[config.mk]
export PLATFORM = sky130hd
export DESIGN_NAME = skin_region_box_centroid_flat
export DESIGN_NICKNAME = d
export VERILOG_FILES = /design/src/sv/srbc_pkg.sv /design/src/sv/srbc_pix_if.sv /design/src/sv/srbc_front.sv /design/src/sv/srbc_fifo.sv /design/src/sv/srbc_div.sv /design/src/sv/srbc_back.sv /design/src/sv/skin_region_box_centroid.sv /design/src/flat_wrapper.sv
export VERILOG_INCLUDE_DIRS = /design/src /design/src/sv
export SDC_FILE = /design/constraint.sdc
export NUM_CORES = 2
export LEC_CHECK = 0
export ABC_AREA = 1
export BUFFER_PORTS_ARGS = -buffer_cell sky130_fd_sc_hd__buf_4
export CELL_PAD_IN_SITES_DETAIL_PLACEMENT = 1
export CELL_PAD_IN_SITES_GLOBAL_PLACEMENT = 1
export CORE_ASPECT_RATIO = 1.1
export CORE_MARGIN = 1
export CORE_UTILIZATION = 46
export DETAILED_ROUTE_END_ITERATION = 12
export PLACE_DENSITY = 0.8
export SLEW_MARGIN = 20
export SYNTH_ARGS = -nofsm -noshare
export SYNTH_HDL_FRONTEND = slang
export SYNTH_HIERARCHICAL = 1
export SYNTH_SLANG_ARGS = --single-unit
[constraint.sdc]
create_clock -name clk -period 8.1 [get_ports clk]
set_input_delay 1.215 -clock clk [delete_from_list [all_inputs] [get_ports clk]]
set_output_delay 1.215 -clock clk [all_outputs]
set_load 0.02 [all_outputs]
[src/sv/skin_region_box_centroid_defines.svh]
// Assertion macros for the skin region box and centroid block.
`ifndef SKIN_REGION_BOX_CENTROID_DEFINES_SVH
`define SKIN_REGION_BOX_CENTROID_DEFINES_SVH
`ifndef NO_ASSERTIONS
// Same-cycle implication, disabled while in reset
`define SRBC_ASSERT_NOW(label, ante, cons, msg) \
    label: assert property (@(posedge clk) disable iff (!rst_n) (ante) |-> (cons)) \
        else $error(msg);
// Next-cycle implication, disabled while in reset
`define SRBC_ASSERT_NEXT(label, ante, cons, msg) \
    label: assert property (@(posedge clk) disable iff (!rst_n) (ante) |=> (cons)) \
        else $error(msg);
`else
`define SRBC_ASSERT_NOW(label, ante, cons, msg)
`define SRBC_ASSERT_NEXT(label, ante, cons, msg)
`endif
`endif

[src/sv/srbc_pkg.sv]
// Shared types, constants and functions for the skin region box and centroid block.
package srbc_pkg;

    localparam int COORD_BITS_DEF = 12;
    localparam int MAX_PIXELS_DEF = 65535;

    localparam int POS_W   = 12;
    localparam int COLOR_W = 8;
    localparam int ADDR_W  = 5;
    localparam int DATA_W  = 32;

    // register map indexes (byte address / 4)
    localparam logic [2:0] REG_SAMPLE_COUNT = 3'd0;
    localparam logic [2:0] REG_MISS_LIMIT   = 3'd1;
    localparam logic [2:0] REG_RED_MIN      = 3'd2;
    localparam logic [2:0] REG_GREEN_MIN    = 3'd3;
    localparam logic [2:0] REG_BLUE_MIN     = 3'd4;
    localparam logic [2:0] REG_RED_MARGIN   = 3'd5;

    localparam logic [15:0] SAMPLE_COUNT_RST = 16'd2000;
    localparam logic [7:0]  MISS_LIMIT_RST   = 8'd10;
    localparam logic [7:0]  RED_MIN_RST      = 8'd95;
    localparam logic [7:0]  GREEN_MIN_RST    = 8'd40;
    localparam logic [7:0]  BLUE_MIN_RST     = 8'd20;
    localparam logic [7:0]  RED_MARGIN_RST   = 8'd15;

    // list phases
    localparam logic [1:0] PH_SAMPLING = 2'd0;
    localparam logic [1:0] PH_TRACKING = 2'd1;
    localparam logic [1:0] PH_STOPPED  = 2'd2;
    localparam logic [1:0] PH_REJECTED = 2'd3;

    localparam int QUEUE_DEPTH = 4;
    localparam int QPTR_W      = 2;

    typedef struct packed {
        logic [POS_W-1:0]   pos_x;
        logic [POS_W-1:0]   pos_y;
        logic [COLOR_W-1:0] blue;
        logic [COLOR_W-1:0] green;
        logic [COLOR_W-1:0] red;
        logic               last_pixel;
    } pix_t;

    typedef struct packed {
        logic               hand_found;
        logic [POS_W-1:0]   box_x;
        logic [POS_W-1:0]   box_y;
        logic [POS_W-1:0]   box_width;
        logic [POS_W-1:0]   box_height;
        logic [POS_W-1:0]   center_x;
        logic [POS_W-1:0]   center_y;
        logic [COLOR_W-1:0] mean_blue;
        logic [COLOR_W-1:0] mean_green;
        logic [COLOR_W-1:0] mean_red;
    } res_t;

    typedef struct packed {
        logic [15:0] sample_count;
        logic [7:0]  miss_limit;
        logic [7:0]  red_min;
        logic [7:0]  green_min;
        logic [7:0]  blue_min;
        logic [7:0]  red_margin;
    } cfg_t;

    // classified pixel as held in the queue
    typedef struct packed {
        pix_t pix;
        logic skin;
    } qitem_t;

    typedef struct packed {
        logic [QPTR_W:0] count;
        logic            full;
        logic            empty;
    } qstat_t;

    // RGB skin rule, all bounds strict
    function automatic logic is_skin(cfg_t c, logic [COLOR_W-1:0] b,
                                     logic [COLOR_W-1:0] g, logic [COLOR_W-1:0] r);
        logic [COLOR_W:0] g_m;
        logic [COLOR_W:0] b_m;
        g_m = {1'b0, g} + {1'b0, c.red_margin};
        b_m = {1'b0, b} + {1'b0, c.red_margin};
        return (r > c.red_min) && (g > c.green_min) && (b > c.blue_min) &&
               ({1'b0, r} > g_m) && ({1'b0, r} > b_m);
    endfunction

endpackage

[src/sv/srbc_pix_if.sv]
// Pixel and result channel interfaces.
interface srbc_pix_if import srbc_pkg::*; ();
    logic valid;
    logic ready;
    pix_t data;
    modport source (output valid, output data, input ready);
    modport sink (input valid, input data, output ready);
endinterface

interface srbc_res_if import srbc_pkg::*; ();
    logic valid;
    logic ready;
    res_t data;
    modport source (output valid, output data, input ready);
    modport sink (input valid, input data, output ready);
endinterface

[src/sv/srbc_front.sv]
// Front end: takes pixel items, classifies them against the skin rule.
module srbc_front import srbc_pkg::*; (
    input  logic        clk,
    input  logic        rst_n,
    input  cfg_t        cfg,
    srbc_pix_if.sink    pix,
    input  qstat_t      qstat,
    output logic        push,
    output qitem_t      push_item
);

    logic   valid_reg;
    logic   valid_next;
    qitem_t item_reg;
    logic   take;

    // stage drains into the queue whenever there is room
    assign push      = valid_reg && !qstat.full;
    assign push_item = item_reg;
    assign pix.ready = !valid_reg || !qstat.full;
    assign take      = pix.valid && pix.ready;

    always_comb
    begin
        valid_next = valid_reg;
        if (take)
        begin
            valid_next = 1'b1;
        end
        else if (push)
        begin
            valid_next = 1'b0;
        end
    end

    always_ff @(posedge clk or negedge rst_n)
    begin
        if (!rst_n)
        begin
            valid_reg <= 1'b0;
        end
        else
        begin
            valid_reg <= valid_next;
        end
    end

    // payload with its skin flag
    always_ff @(posedge clk)
    begin
        if (take)
        begin
            item_reg.pix  <= pix.data;
            item_reg.skin <= is_skin(cfg, pix.data.blue, pix.data.green, pix.data.red);
        end
    end

endmodule

[src/sv/srbc_fifo.sv]
// Short queue between the front and back ends.
module srbc_fifo import srbc_pkg::*; (
    input  logic   clk,
    input  logic   rst_n,
    input  logic   push,
    input  qitem_t push_item,
    input  logic   pop,
    output qitem_t pop_item,
    output qstat_t stat
);

    qitem_t            entry_reg [QUEUE_DEPTH];
    logic [QPTR_W-1:0] wr_ptr_reg;
    logic [QPTR_W-1:0] rd_ptr_reg;
    logic [QPTR_W:0]   count_reg;
    logic [QPTR_W:0]   count_next;

    assign stat.count = count_reg;
    assign stat.full  = (count_reg == (QPTR_W+1)'(QUEUE_DEPTH));
    assign stat.empty = (count_reg == '0);
    assign pop_item   = entry_reg[rd_ptr_reg];

    always_comb
    begin
        count_next = count_reg;
        if (push && !pop)
        begin
            count_next = count_reg + 1'b1;
        end
        else if (pop && !push)
        begin
            count_next = count_reg - 1'b1;
        end
    end

    always_ff @(posedge clk or negedge rst_n)
    begin
        if (!rst_n)
        begin
            wr_ptr_reg <= '0;
            rd_ptr_reg <= '0;
            count_reg  <= '0;
        end
        else
        begin
            if (push)
            begin
                wr_ptr_reg <= wr_ptr_reg + 1'b1;
            end
            if (pop)
            begin
                rd_ptr_reg <= rd_ptr_reg + 1'b1;
            end
            count_reg <= count_next;
        end
    end

    // storage
    always_ff @(posedge clk)
    begin
        if (push)
        begin
            entry_reg[wr_ptr_reg] <= push_item;
        end
    end

endmodule

[src/sv/srbc_div.sv]
// Restoring divider, one quotient bit per cycle.
module srbc_div #(
    parameter int DIVIDEND_W = 28,
    parameter int DIVISOR_W  = 16
) (
    input  logic                  clk,
    input  logic                  rst_n,
    input  logic                  start,
    input  logic [DIVIDEND_W-1:0] dividend,
    input  logic [DIVISOR_W-1:0]  divisor,
    output logic                  done,
    output logic [DIVIDEND_W-1:0] quotient
);

    localparam int CNT_W = $clog2(DIVIDEND_W + 1);

    logic [DIVIDEND_W-1:0] dq_reg;
    logic [DIVISOR_W-1:0]  dvs_reg;
    logic [DIVISOR_W:0]    rem_reg;
    logic [CNT_W-1:0]      cnt_reg;
    logic                  busy_reg;
    logic                  done_reg;
    logic [DIVISOR_W+1:0]  rem_sh;
    logic [DIVISOR_W+1:0]  rem_sub;

    assign done     = done_reg;
    assign quotient = dq_reg;

    // one trial subtraction per cycle
    always_comb
    begin
        rem_sh  = {rem_reg, dq_reg[DIVIDEND_W-1]};
        rem_sub = rem_sh - {2'b00, dvs_reg};
    end

    always_ff @(posedge clk or negedge rst_n)
    begin
        if (!rst_n)
        begin
            busy_reg <= 1'b0;
            done_reg <= 1'b0;
            cnt_reg  <= '0;
            dq_reg   <= '0;
            dvs_reg  <= '0;
            rem_reg  <= '0;
        end
        else
        begin
            done_reg <= 1'b0;
            if (start)
            begin
                busy_reg <= 1'b1;
                cnt_reg  <= CNT_W'(DIVIDEND_W);
                dq_reg   <= dividend;
                dvs_reg  <= divisor;
                rem_reg  <= '0;
            end
            else if (busy_reg)
            begin
                if (!rem_sub[DIVISOR_W+1])
                begin
                    rem_reg <= rem_sub[DIVISOR_W:0];
                    dq_reg  <= {dq_reg[DIVIDEND_W-2:0], 1'b1};
                end
                else
                begin
                    rem_reg <= rem_sh[DIVISOR_W:0];
                    dq_reg  <= {dq_reg[DIVIDEND_W-2:0], 1'b0};
                end
                cnt_reg <= cnt_reg - 1'b1;
                if (cnt_reg == CNT_W'(1))
                begin
                    busy_reg <= 1'b0;
                    done_reg <= 1'b1;
                end
            end
        end
    end

endmodule

[src/sv/srbc_back.sv]
// Back end: accumulates the list, runs the divisions and emits the result item.
module srbc_back import srbc_pkg::*; #(
    parameter int COORD_BITS = COORD_BITS_DEF,
    parameter int MAX_PIXELS = MAX_PIXELS_DEF
) (
    input  logic         clk,
    input  logic         rst_n,
    input  cfg_t         cfg,
    input  qstat_t       qstat,
    input  qitem_t       item,
    output logic         pop,
    srbc_res_if.source   res
);

    localparam int CNT_W  = $clog2(MAX_PIXELS + 1);
    localparam int CSUM_W = COLOR_W + CNT_W;
    localparam int DIV_W  = COORD_BITS + CNT_W;
    localparam logic [CNT_W-1:0] MAX_CNT = CNT_W'(MAX_PIXELS);

    // sequencer codes
    localparam logic [1:0] SQ_RUN  = 2'd0;
    localparam logic [1:0] SQ_DIV  = 2'd1;
    localparam logic [1:0] SQ_EMIT = 2'd2;

    // division slots
    localparam logic [2:0] OP_BLUE  = 3'd0;
    localparam logic [2:0] OP_GREEN = 3'd1;
    localparam logic [2:0] OP_RED   = 3'd2;
    localparam logic [2:0] OP_CX    = 3'd3;
    localparam logic [2:0] OP_CY    = 3'd4;

    logic [1:0]            sq_reg, sq_next;
    logic [2:0]            op_reg, op_next;
    logic                  emit_reg, emit_next;
    logic [1:0]            phase_reg, phase_next;
    logic [CNT_W-1:0]      seen_reg, seen_next;
    logic [CSUM_W-1:0]     csum_reg [3];
    logic [CSUM_W-1:0]     csum_next [3];
    logic [7:0]            miss_reg, miss_next;
    logic [COORD_BITS-1:0] min_x_reg, min_x_next, min_y_reg, min_y_next;
    logic [COORD_BITS-1:0] max_x_reg, max_x_next, max_y_reg, max_y_next;
    logic [DIV_W-1:0]      psx_reg, psx_next, psy_reg, psy_next;
    logic [CNT_W-1:0]      rc_reg, rc_next;
    logic [COLOR_W-1:0]    mean_reg [3];
    logic [COLOR_W-1:0]    mean_next [3];
    logic [POS_W-1:0]      cx_reg, cx_next, cy_reg, cy_next;
    logic                  out_valid_reg, out_valid_next;
    res_t                  out_reg, out_next;

    logic                  div_start;
    logic [DIV_W-1:0]      div_a;
    logic [CNT_W-1:0]      div_b;
    logic                  div_done;
    logic [DIV_W-1:0]      div_q;

    logic [COORD_BITS-1:0] px, py;
    logic                  add_en;
    logic                  samp_end;
    logic                  found;
    logic                  mean_skin;

    srbc_div #(
        .DIVIDEND_W (DIV_W),
        .DIVISOR_W  (CNT_W)
    ) u_div (
        .clk      (clk),
        .rst_n    (rst_n),
        .start    (div_start),
        .dividend (div_a),
        .divisor  (div_b),
        .done     (div_done),
        .quotient (div_q)
    );

    assign px        = COORD_BITS'(item.pix.pos_x);
    assign py        = COORD_BITS'(item.pix.pos_y);
    assign res.valid = out_valid_reg;
    assign res.data  = out_reg;
    assign found     = (phase_reg != PH_REJECTED) && (rc_reg != '0);
    assign mean_skin = is_skin(cfg, mean_reg[0], mean_reg[1], COLOR_W'(div_q));

    // sequencer and list state
    always_comb
    begin
        sq_next    = sq_reg;
        op_next    = op_reg;
        emit_next  = emit_reg;
        phase_next = phase_reg;
        seen_next  = seen_reg;
        miss_next  = miss_reg;
        min_x_next = min_x_reg;
        min_y_next = min_y_reg;
        max_x_next = max_x_reg;
        max_y_next = max_y_reg;
        psx_next   = psx_reg;
        psy_next   = psy_reg;
        rc_next    = rc_reg;
        cx_next    = cx_reg;
        cy_next    = cy_reg;
        for (int i = 0; i < 3; i++)
        begin
            csum_next[i] = csum_reg[i];
            mean_next[i] = mean_reg[i];
        end
        out_valid_next = out_valid_reg && !res.ready;
        out_next       = out_reg;
        pop            = 1'b0;
        add_en         = 1'b0;
        samp_end       = 1'b0;
        div_start      = 1'b0;
        div_a          = '0;
        div_b          = '0;

        case (sq_reg)
            SQ_RUN:
            begin
                if (!qstat.empty)
                begin
                    pop       = 1'b1;
                    emit_next = item.pix.last_pixel;
                    case (phase_reg)
                        PH_SAMPLING:
                        begin
                            csum_next[0] = csum_reg[0] + CSUM_W'(item.pix.blue);
                            csum_next[1] = csum_reg[1] + CSUM_W'(item.pix.green);
                            csum_next[2] = csum_reg[2] + CSUM_W'(item.pix.red);
                            seen_next    = seen_reg + 1'b1;
                            add_en       = 1'b1;
                            samp_end     = (32'(seen_next) >= 32'(cfg.sample_count)) ||
                                           (seen_next >= MAX_CNT) || item.pix.last_pixel;
                        end
                        PH_TRACKING:
                        begin
                            if (item.skin)
                            begin
                                miss_next = '0;
                                add_en    = 1'b1;
                            end
                            else if ((9'(miss_reg) + 9'd1) >= 9'(cfg.miss_limit))
                            begin
                                phase_next = PH_STOPPED;
                            end
                            else
                            begin
                                miss_next = miss_reg + 1'b1;
                                add_en    = 1'b1;
                            end
                        end
                        default:
                        begin
                        end
                    endcase

                    // region update, saturating at the pixel limit
                    if (add_en && (rc_reg < MAX_CNT))
                    begin
                        if (px < min_x_reg) min_x_next = px;
                        if (px > max_x_reg) max_x_next = px;
                        if (py < min_y_reg) min_y_next = py;
                        if (py > max_y_reg) max_y_next = py;
                        psx_next = psx_reg + DIV_W'(px);
                        psy_next = psy_reg + DIV_W'(py);
                        rc_next  = rc_reg + 1'b1;
                    end

                    if (samp_end)
                    begin
                        div_start = 1'b1;
                        div_a     = DIV_W'(csum_next[0]);
                        div_b     = seen_next;
                        op_next   = OP_BLUE;
                        sq_next   = SQ_DIV;
                    end
                    else if (item.pix.last_pixel)
                    begin
                        if ((phase_reg != PH_REJECTED) && (rc_next != '0))
                        begin
                            div_start = 1'b1;
                            div_a     = psx_next;
                            div_b     = rc_next;
                            op_next   = OP_CX;
                            sq_next   = SQ_DIV;
                        end
                        else
                        begin
                            sq_next = SQ_EMIT;
                        end
                    end
                end
            end

            SQ_DIV:
            begin
                if (div_done)
                begin
                    case (op_reg)
                        OP_BLUE:
                        begin
                            mean_next[0] = COLOR_W'(div_q);
                            div_start    = 1'b1;
                            div_a        = DIV_W'(csum_reg[1]);
                            div_b        = seen_reg;
                            op_next      = OP_GREEN;
                        end
                        OP_GREEN:
                        begin
                            mean_next[1] = COLOR_W'(div_q);
                            div_start    = 1'b1;
                            div_a        = DIV_W'(csum_reg[2]);
                            div_b        = seen_reg;
                            op_next      = OP_RED;
                        end
                        OP_RED:
                        begin
                            mean_next[2] = COLOR_W'(div_q);
                            phase_next   = mean_skin ? PH_TRACKING : PH_REJECTED;
                            if (!emit_reg)
                            begin
                                sq_next = SQ_RUN;
                            end
                            else if (mean_skin && (rc_reg != '0))
                            begin
                                div_start = 1'b1;
                                div_a     = psx_reg;
                                div_b     = rc_reg;
                                op_next   = OP_CX;
                            end
                            else
                            begin
                                sq_next = SQ_EMIT;
                            end
                        end
                        OP_CX:
                        begin
                            cx_next   = POS_W'(div_q);
                            div_start = 1'b1;
                            div_a     = psy_reg;
                            div_b     = rc_reg;
                            op_next   = OP_CY;
                        end
                        OP_CY:
                        begin
                            cy_next = POS_W'(div_q);
                            sq_next = SQ_EMIT;
                        end
                        default:
                        begin
                            sq_next = SQ_EMIT;
                        end
                    endcase
                end
            end

            SQ_EMIT:
            begin
                if (!out_valid_reg || res.ready)
                begin
                    out_valid_next = 1'b1;
                    out_next       = '0;
                    if (found)
                    begin
                        out_next.hand_found = 1'b1;
                        out_next.box_x      = POS_W'(min_x_reg);
                        out_next.box_y      = POS_W'(min_y_reg);
                        out_next.box_width  = POS_W'(max_x_reg - min_x_reg);
                        out_next.box_height = POS_W'(max_y_reg - min_y_reg);
                        out_next.center_x   = cx_reg;
                        out_next.center_y   = cy_reg;
                    end
                    out_next.mean_blue  = mean_reg[0];
                    out_next.mean_green = mean_reg[1];
                    out_next.mean_red   = mean_reg[2];
                    // fresh list
                    phase_next = PH_SAMPLING;
                    seen_next  = '0;
                    miss_next  = '0;
                    min_x_next = '1;
                    min_y_next = '1;
                    max_x_next = '0;
                    max_y_next = '0;
                    psx_next   = '0;
                    psy_next   = '0;
                    rc_next    = '0;
                    emit_next  = 1'b0;
                    for (int i = 0; i < 3; i++)
                    begin
                        csum_next[i] = '0;
                        mean_next[i] = '0;
                    end
                    sq_next = SQ_RUN;
                end
            end

            default:
            begin
                sq_next = SQ_RUN;
            end
        endcase
    end

    always_ff @(posedge clk or negedge rst_n)
    begin
        if (!rst_n)
        begin
            sq_reg        <= SQ_RUN;
            op_reg        <= OP_BLUE;
            emit_reg      <= 1'b0;
            phase_reg     <= PH_SAMPLING;
            seen_reg      <= '0;
            miss_reg      <= '0;
            min_x_reg     <= '1;
            min_y_reg     <= '1;
            max_x_reg     <= '0;
            max_y_reg     <= '0;
            psx_reg       <= '0;
            psy_reg       <= '0;
            rc_reg        <= '0;
            cx_reg        <= '0;
            cy_reg        <= '0;
            out_valid_reg <= 1'b0;
            for (int i = 0; i < 3; i++)
            begin
                csum_reg[i] <= '0;
                mean_reg[i] <= '0;
            end
        end
        else
        begin
            sq_reg        <= sq_next;
            op_reg        <= op_next;
            emit_reg      <= emit_next;
            phase_reg     <= phase_next;
            seen_reg      <= seen_next;
            miss_reg      <= miss_next;
            min_x_reg     <= min_x_next;
            min_y_reg     <= min_y_next;
            max_x_reg     <= max_x_next;
            max_y_reg     <= max_y_next;
            psx_reg       <= psx_next;
            psy_reg       <= psy_next;
            rc_reg        <= rc_next;
            cx_reg        <= cx_next;
            cy_reg        <= cy_next;
            out_valid_reg <= out_valid_next;
            for (int i = 0; i < 3; i++)
            begin
                csum_reg[i] <= csum_next[i];
                mean_reg[i] <= mean_next[i];
            end
        end
    end

    // result payload
    always_ff @(posedge clk)
    begin
        out_reg <= out_next;
    end

endmodule

[src/sv/skin_region_box_centroid.sv]
// Ordinary pixels pass front stage, queue and back end, one pixel per cycle while the back end
// is not dividing or emitting and the queue has room. End of sampling runs three divisions on one
// shared restoring divider; pixels queue meanwhile. The last pixel adds up to two more divisions
// for the centroid, then the result item is registered. Reset (rst_n low, asynchronous) clears
// all list state and loads the register defaults; no clearing pass is needed.
`include "skin_region_box_centroid_defines.svh"
module skin_region_box_centroid import srbc_pkg::*; #(
    parameter int COORD_BITS = COORD_BITS_DEF,
    parameter int MAX_PIXELS = MAX_PIXELS_DEF
) (
    input  logic              clk,
    input  logic              rst_n,
    input  logic              psel,
    input  logic              penable,
    input  logic              pwrite,
    input  logic [ADDR_W-1:0] paddr,
    input  logic [DATA_W-1:0] pwdata,
    output logic [DATA_W-1:0] prdata,
    output logic              pready,
    srbc_pix_if.sink          pix_in,
    srbc_res_if.source        res_out
);

    cfg_t       cfg_reg;
    logic       wr_en;
    logic [2:0] reg_idx;
    logic       push;
    logic       pop;
    qitem_t     push_item;
    qitem_t     pop_item;
    qstat_t     qstat;

    assign pready  = 1'b1;
    assign wr_en   = psel && penable && pwrite;
    assign reg_idx = paddr[4:2];

    // register writes
    always_ff @(posedge clk or negedge rst_n)
    begin
        if (!rst_n)
        begin
            cfg_reg.sample_count <= SAMPLE_COUNT_RST;
            cfg_reg.miss_limit   <= MISS_LIMIT_RST;
            cfg_reg.red_min      <= RED_MIN_RST;
            cfg_reg.green_min    <= GREEN_MIN_RST;
            cfg_reg.blue_min     <= BLUE_MIN_RST;
            cfg_reg.red_margin   <= RED_MARGIN_RST;
        end
        else if (wr_en)
        begin
            case (reg_idx)
                REG_SAMPLE_COUNT: cfg_reg.sample_count <= pwdata[15:0];
                REG_MISS_LIMIT:   cfg_reg.miss_limit   <= pwdata[7:0];
                REG_RED_MIN:      cfg_reg.red_min      <= pwdata[7:0];
                REG_GREEN_MIN:    cfg_reg.green_min    <= pwdata[7:0];
                REG_BLUE_MIN:     cfg_reg.blue_min     <= pwdata[7:0];
                REG_RED_MARGIN:   cfg_reg.red_margin   <= pwdata[7:0];
                default:
                begin
                end
            endcase
        end
    end

    // register reads
    always_comb
    begin
        case (reg_idx)
            REG_SAMPLE_COUNT: prdata = DATA_W'(cfg_reg.sample_count);
            REG_MISS_LIMIT:   prdata = DATA_W'(cfg_reg.miss_limit);
            REG_RED_MIN:      prdata = DATA_W'(cfg_reg.red_min);
            REG_GREEN_MIN:    prdata = DATA_W'(cfg_reg.green_min);
            REG_BLUE_MIN:     prdata = DATA_W'(cfg_reg.blue_min);
            REG_RED_MARGIN:   prdata = DATA_W'(cfg_reg.red_margin);
            default:          prdata = '0;
        endcase
    end

    srbc_front u_front (
        .clk       (clk),
        .rst_n     (rst_n),
        .cfg       (cfg_reg),
        .pix       (pix_in),
        .qstat     (qstat),
        .push      (push),
        .push_item (push_item)
    );

    srbc_fifo u_fifo (
        .clk       (clk),
        .rst_n     (rst_n),
        .push      (push),
        .push_item (push_item),
        .pop       (pop),
        .pop_item  (pop_item),
        .stat      (qstat)
    );

    srbc_back #(
        .COORD_BITS (COORD_BITS),
        .MAX_PIXELS (MAX_PIXELS)
    ) u_back (
        .clk   (clk),
        .rst_n (rst_n),
        .cfg   (cfg_reg),
        .qstat (qstat),
        .item  (pop_item),
        .pop   (pop),
        .res   (res_out)
    );

    // a rejected or empty region reports no box and no centre
    `SRBC_ASSERT_NOW(a_reject_zero, res_out.valid && !res_out.data.hand_found, (res_out.data.box_width == '0) && (res_out.data.center_x == '0) && (res_out.data.box_x == '0), "rejected result carries a box")
    // queue occupancy never passes its depth
    `SRBC_ASSERT_NOW(a_queue_bound, 1'b1, qstat.count <= (QPTR_W+1)'(QUEUE_DEPTH), "queue overfilled")
    // occupancy moves by at most one per cycle
    `SRBC_ASSERT_NEXT(a_queue_step, 1'b1, (qstat.count == $past(qstat.count)) || (qstat.count == $past(qstat.count) + 3'd1) || (qstat.count == $past(qstat.count) - 3'd1), "queue count jumped")

endmodule

[src/flat_wrapper.sv]
// flat-port wrapper written by rule: the top's interface ports become plain ports
module skin_region_box_centroid_flat import srbc_pkg::*;
#(
    parameter int COORD_BITS = COORD_BITS_DEF,
    parameter int MAX_PIXELS = MAX_PIXELS_DEF
)
  (clk, rst_n, psel, penable, pwrite, paddr, pwdata, prdata, pready, pix_in_valid, pix_in_data, pix_in_ready, res_out_valid, res_out_data, res_out_ready);
  srbc_pix_if pix_in_i ();
  srbc_res_if res_out_i ();
  input  logic clk;
  input  logic rst_n;
  input  logic psel;
  input  logic penable;
  input  logic pwrite;
  input  logic [ADDR_W-1:0] paddr;
  input  logic [DATA_W-1:0] pwdata;
  output logic [DATA_W-1:0] prdata;
  output logic pready;
  input wire logic [$bits(pix_in_i.valid)-1:0] pix_in_valid;
  input wire logic [$bits(pix_in_i.data)-1:0] pix_in_data;
  output wire logic [$bits(pix_in_i.ready)-1:0] pix_in_ready;
  output wire logic [$bits(res_out_i.valid)-1:0] res_out_valid;
  output wire logic [$bits(res_out_i.data)-1:0] res_out_data;
  input wire logic [$bits(res_out_i.ready)-1:0] res_out_ready;
  assign pix_in_i.valid = pix_in_valid;
  assign pix_in_i.data = pix_in_data;
  assign pix_in_ready = pix_in_i.ready;
  assign res_out_valid = res_out_i.valid;
  assign res_out_data = res_out_i.data;
  assign res_out_i.ready = res_out_ready;
  skin_region_box_centroid #(.COORD_BITS(COORD_BITS), .MAX_PIXELS(MAX_PIXELS)) u_core (.clk(clk), .rst_n(rst_n), .psel(psel), .penable(penable), .pwrite(pwrite), .paddr(paddr), .pwdata(pwdata), .prdata(prdata), .pready(pready), .pix_in(pix_in_i), .res_out(res_out_i));
endmodule
==> reports/metrics.cfg <==
[floorplan]
design.core.area_um2=92500
start_util_pct=46.5
io_pins=225
die_w_um=294
die_h_um=323
die-area_um2=94700
fp-row-count=117

[timing]
finalClockSkew_ns=0.0583
slew_violations=0
fin_crit_sh_pct=82.1
timing.final.ws_setup_ns=1.45
fin_crit_ns=6.65
slew_headroom_pct=24.1
setup_viol=0
rsz0062_at_grt=false
finalSetupTns_ns=0
tightest_slew_ns=1.13
final_hold_viol_count=0
max_freq_mhz=150
whs_ns=0.447

[place]
dp_worst_setup_slack_ns=1.62
hpwlAfterDp_mm=95.7
dp.cells=6231
port_buffers=189
place_area_um2=45400
gp_congestion=0.907

[power_and_ir_drop]
clockPowerShare_pct=17.7
p_per_area_nw_per_um2=458
swShare_pct=48.9
vdd_drop_max_mv=0.367
comb_power_share_pct=53.7
p_int_w=0.0113
pwr-share-seq_pct=28.6
p_leak_nw=22.0
switchingPower_w=0.0108

[run]
cap_violations=0

[clocking]
clock_latency_ns=0.69
cts-root-buf=clkbuf_16
cts.clk_slew.worst_paths_ns=0.06
holdBufCountCts=0
clock-sinks=752
cts_tree=yes
cts_buffer_depth=3
htree_levels=3
cts_resized=0
post_cts_buffers=0
cts_buffers=85

[yosys]
synth_cell_types=72
synth_seq_cells=752
synth_flop_cell=dfrtp_1
syn_inst=4930
yosysSeqAreaShare_pct=47.9
synth.avg_cell_area_um2=8.72
synth_area_um2=43000
synth_edf_count=347
yosysWarnings=6
synthArstFlopShare_pct=53.9

[global_route]
first_global_vias=37600
grt_pass1_wl_mm=210
globalRoute.totalOverflow=0
grt_max_degree=152
track_usage_pct=28.5
antenna_found_initial=2

[drt]
drt_wl_total_mm=134
drc_errors=0
first_iter_violations=2214
ant_nets=0
wire_per_inst_um=21.0
drt-vias-per-instance=5.57
drt_pre_antenna_iters=5
routed-via-count=35600

[hold_path]
hp-class=input port to asynchronous set/reset pin

[critical_path]
r2r_start=u_core/cfg_reg[1]$_DFFE_PN1P_
reg2reg_to=u_core/u_back/u_div/quotient[19]$_DFFE_PN0P_
startpoint_type=flip-flop
critPathMaxFanout=34
cp_common_cell=o21ai_0
reg2regPathDepth=24
cp-endpoint=u_core/u_back/u_div/quotient[19]$_DFFE_PN0P_
cp-end-kind=flip-flop
critPathKind=flip-flop to flip-flop
r2r_slack_ns=1.45
path_cells=inv_1 -> fa_1 -> o21ai_0 -> a21oi_1 -> o21ai_0 -> xnor2_1 -> ha_1 -> nand2_1 -> inv_1 -> nand3_1 -> o21ai_0 -> a211oi_1 -> nand3_1 -> nor2_1 -> nand3_1 -> nor2_2 -> nand4_2 -> nand2_1 -> o21ai_0 -> nand2_2 -> buf_4 -> nor2_2 -> clkinv_1 -> o221ai_1
slowest_delay_ns=0.77
timing.critical_path.from=u_core/cfg_reg[1]$_DFFE_PN1P_
crit_slowest_cell=dfstp_2
critPathArrivalTime_ns=7.12
crit_required_ns=8.57

[layout]
stdcell_area_um2=48200
layout-drive-gt1-share_pct=10.2
n_fill_cell=10900
area_delta_synth_final_pct=12.2
register_area_um2=20600
fin_cells=6388
largest_register_ffs=200
final_nets=5458
multiInputGateArea_um2=18800

[outcome]
status=completed

==> layout by cell type (no fill, tap or decap), types with 18 or more instances in the layout <==
cell,n
nand2_1,1121
inv_1,699
dfrtp_1,357
edfxtp_1,347
o21ai_0,310
ha_1,283
nand3_1,256
nor2_1,243
a21oi_1,238
buf_4,218
o22ai_1,112
o211ai_1,106
nor3_1,87
clkbuf_16,85
xor2_1,82
nand4_1,68
o21ai_1,58
dfstp_2,46
o221ai_1,38
inv_2,30
xnor2_1,26
o21bai_1,24
nand2_2,21
clkbuf_1,20
nor2_2,18
==> synth_stat cells (58+ instances only) <==
library cell / instances / share of area, %
inv_1: 703 / 6.1
o21ai_0: 310 / 3.6
o22ai_1: 112 / 1.6
edfxtp_1: 347 / 24
nand2_1: 1123 / 9.8
ha_1: 283 / 8.2
nor3_1: 87 / 1.0
nand3_1: 256 / 3.0
dfrtp_1: 359 / 21
xor2_1: 82 / 1.7
o21ai_1: 58 / 0.68
nand4_1: 68 / 0.99
o211ai_1: 106 / 1.9
a21oi_1: 241 / 2.8
clkbuf_1: 93 / 0.81
nor2_1: 245 / 2.1
==> routing by layer <==
layer | routed length (um) | global-route usage [%] | up-vias | part of all wire, %
li1 | - | - | 16800 | -
met3 | 5520 | 3.69 | 277 | 4.1
met1 | 55500 | 34.1 | 17600 | 41
met2 | 66000 | 50.3 | 839 | 49
met5 | 13 | 0 | - | 0.0097
met4 | 7010 | 14.4 | 2 | 5.2
==> how the worst min path moves through the flow <==
stage	slack (ns)	startpoint	end
5_1_grt	0.46	rst_n	u_core/u_back/cy_reg[0]$_DFFE_PN0P_
3_3_place_gp	0.44	u_core/u_back/mean_reg[1]$_DFFE_PN0P_	u_core/u_back/res.data[1]$_DFFE_PP_
4_1_cts	0.43	rst_n	u_core/u_back/cy_reg[0]$_DFFE_PN0P_
6_report	0.45	rst_n	u_core/u_back/cy_reg[0]$_DFFE_PN0P_
3_5_place_dp	0.46	u_core/u_back/mean_reg[1]$_DFFE_PN0P_	u_core/u_back/res.data[1]$_DFFE_PP_
2_1_floorplan	0.43	u_core/u_back/mean_reg[0]$_DFFE_PN0P_	u_core/u_back/res.data[0]$_DFFE_PP_
==> power by group through the flow <==
stage / clock, W / sequential [W] / combinational [W]
finish: 0.00392 / 0.00631 / 0.0119
global route: 0.00412 / 0.00641 / 0.0132
CTS: 0.00400 / 0.00631 / 0.0118
detailed placement: 0 / 0.00635 / 0.0117
global placement: 0 / 0.00629 / 0.0112
floorplan: 0 / 0.00625 / 0.00814
==> worst max-delay path, delay by kind of cell, from the launching register on <==
family / cells / cell delay, ns
flops: 1 / 0.77
fa+ha+maj: 2 / 0.73
compound gates: 7 / 1.39
xor+xnor: 1 / 0.17
simple gates: 10 / 2.28
buf+inv: 4 / 1.06
==> stage by stage <==
step	total power (W)	utilization [%]
after floorplan	0.0144	-
final	0.0221	52.2
after global placement	0.0175	49.1
after global routing	0.0238	52.1
after CTS	0.0221	52.1
after detailed placement	0.0180	49.1
==> area by class of cell <==
type                       count  area share [%]
inverter                     736            5.73
clock inverter                40            1.03
antenna                        1         0.00519
tap                         1249            3.24
sequential                   752            42.7
multi-input combinational   3273            38.9
timing repair buffer         221            3.51
clock buffer                 116            4.88
==> cells by family after synthesis <==
family          Yosys count  synth area share [%]
other cells               2                0.0175
simple gates           1895                  19.3
compound gates          956                  13.0
fa+ha+maj               296                  8.84
xor+xnor                109                  2.24
buf+inv                 920                  8.68
flops                   752                  47.9
(Power assumes the default switching activity.)
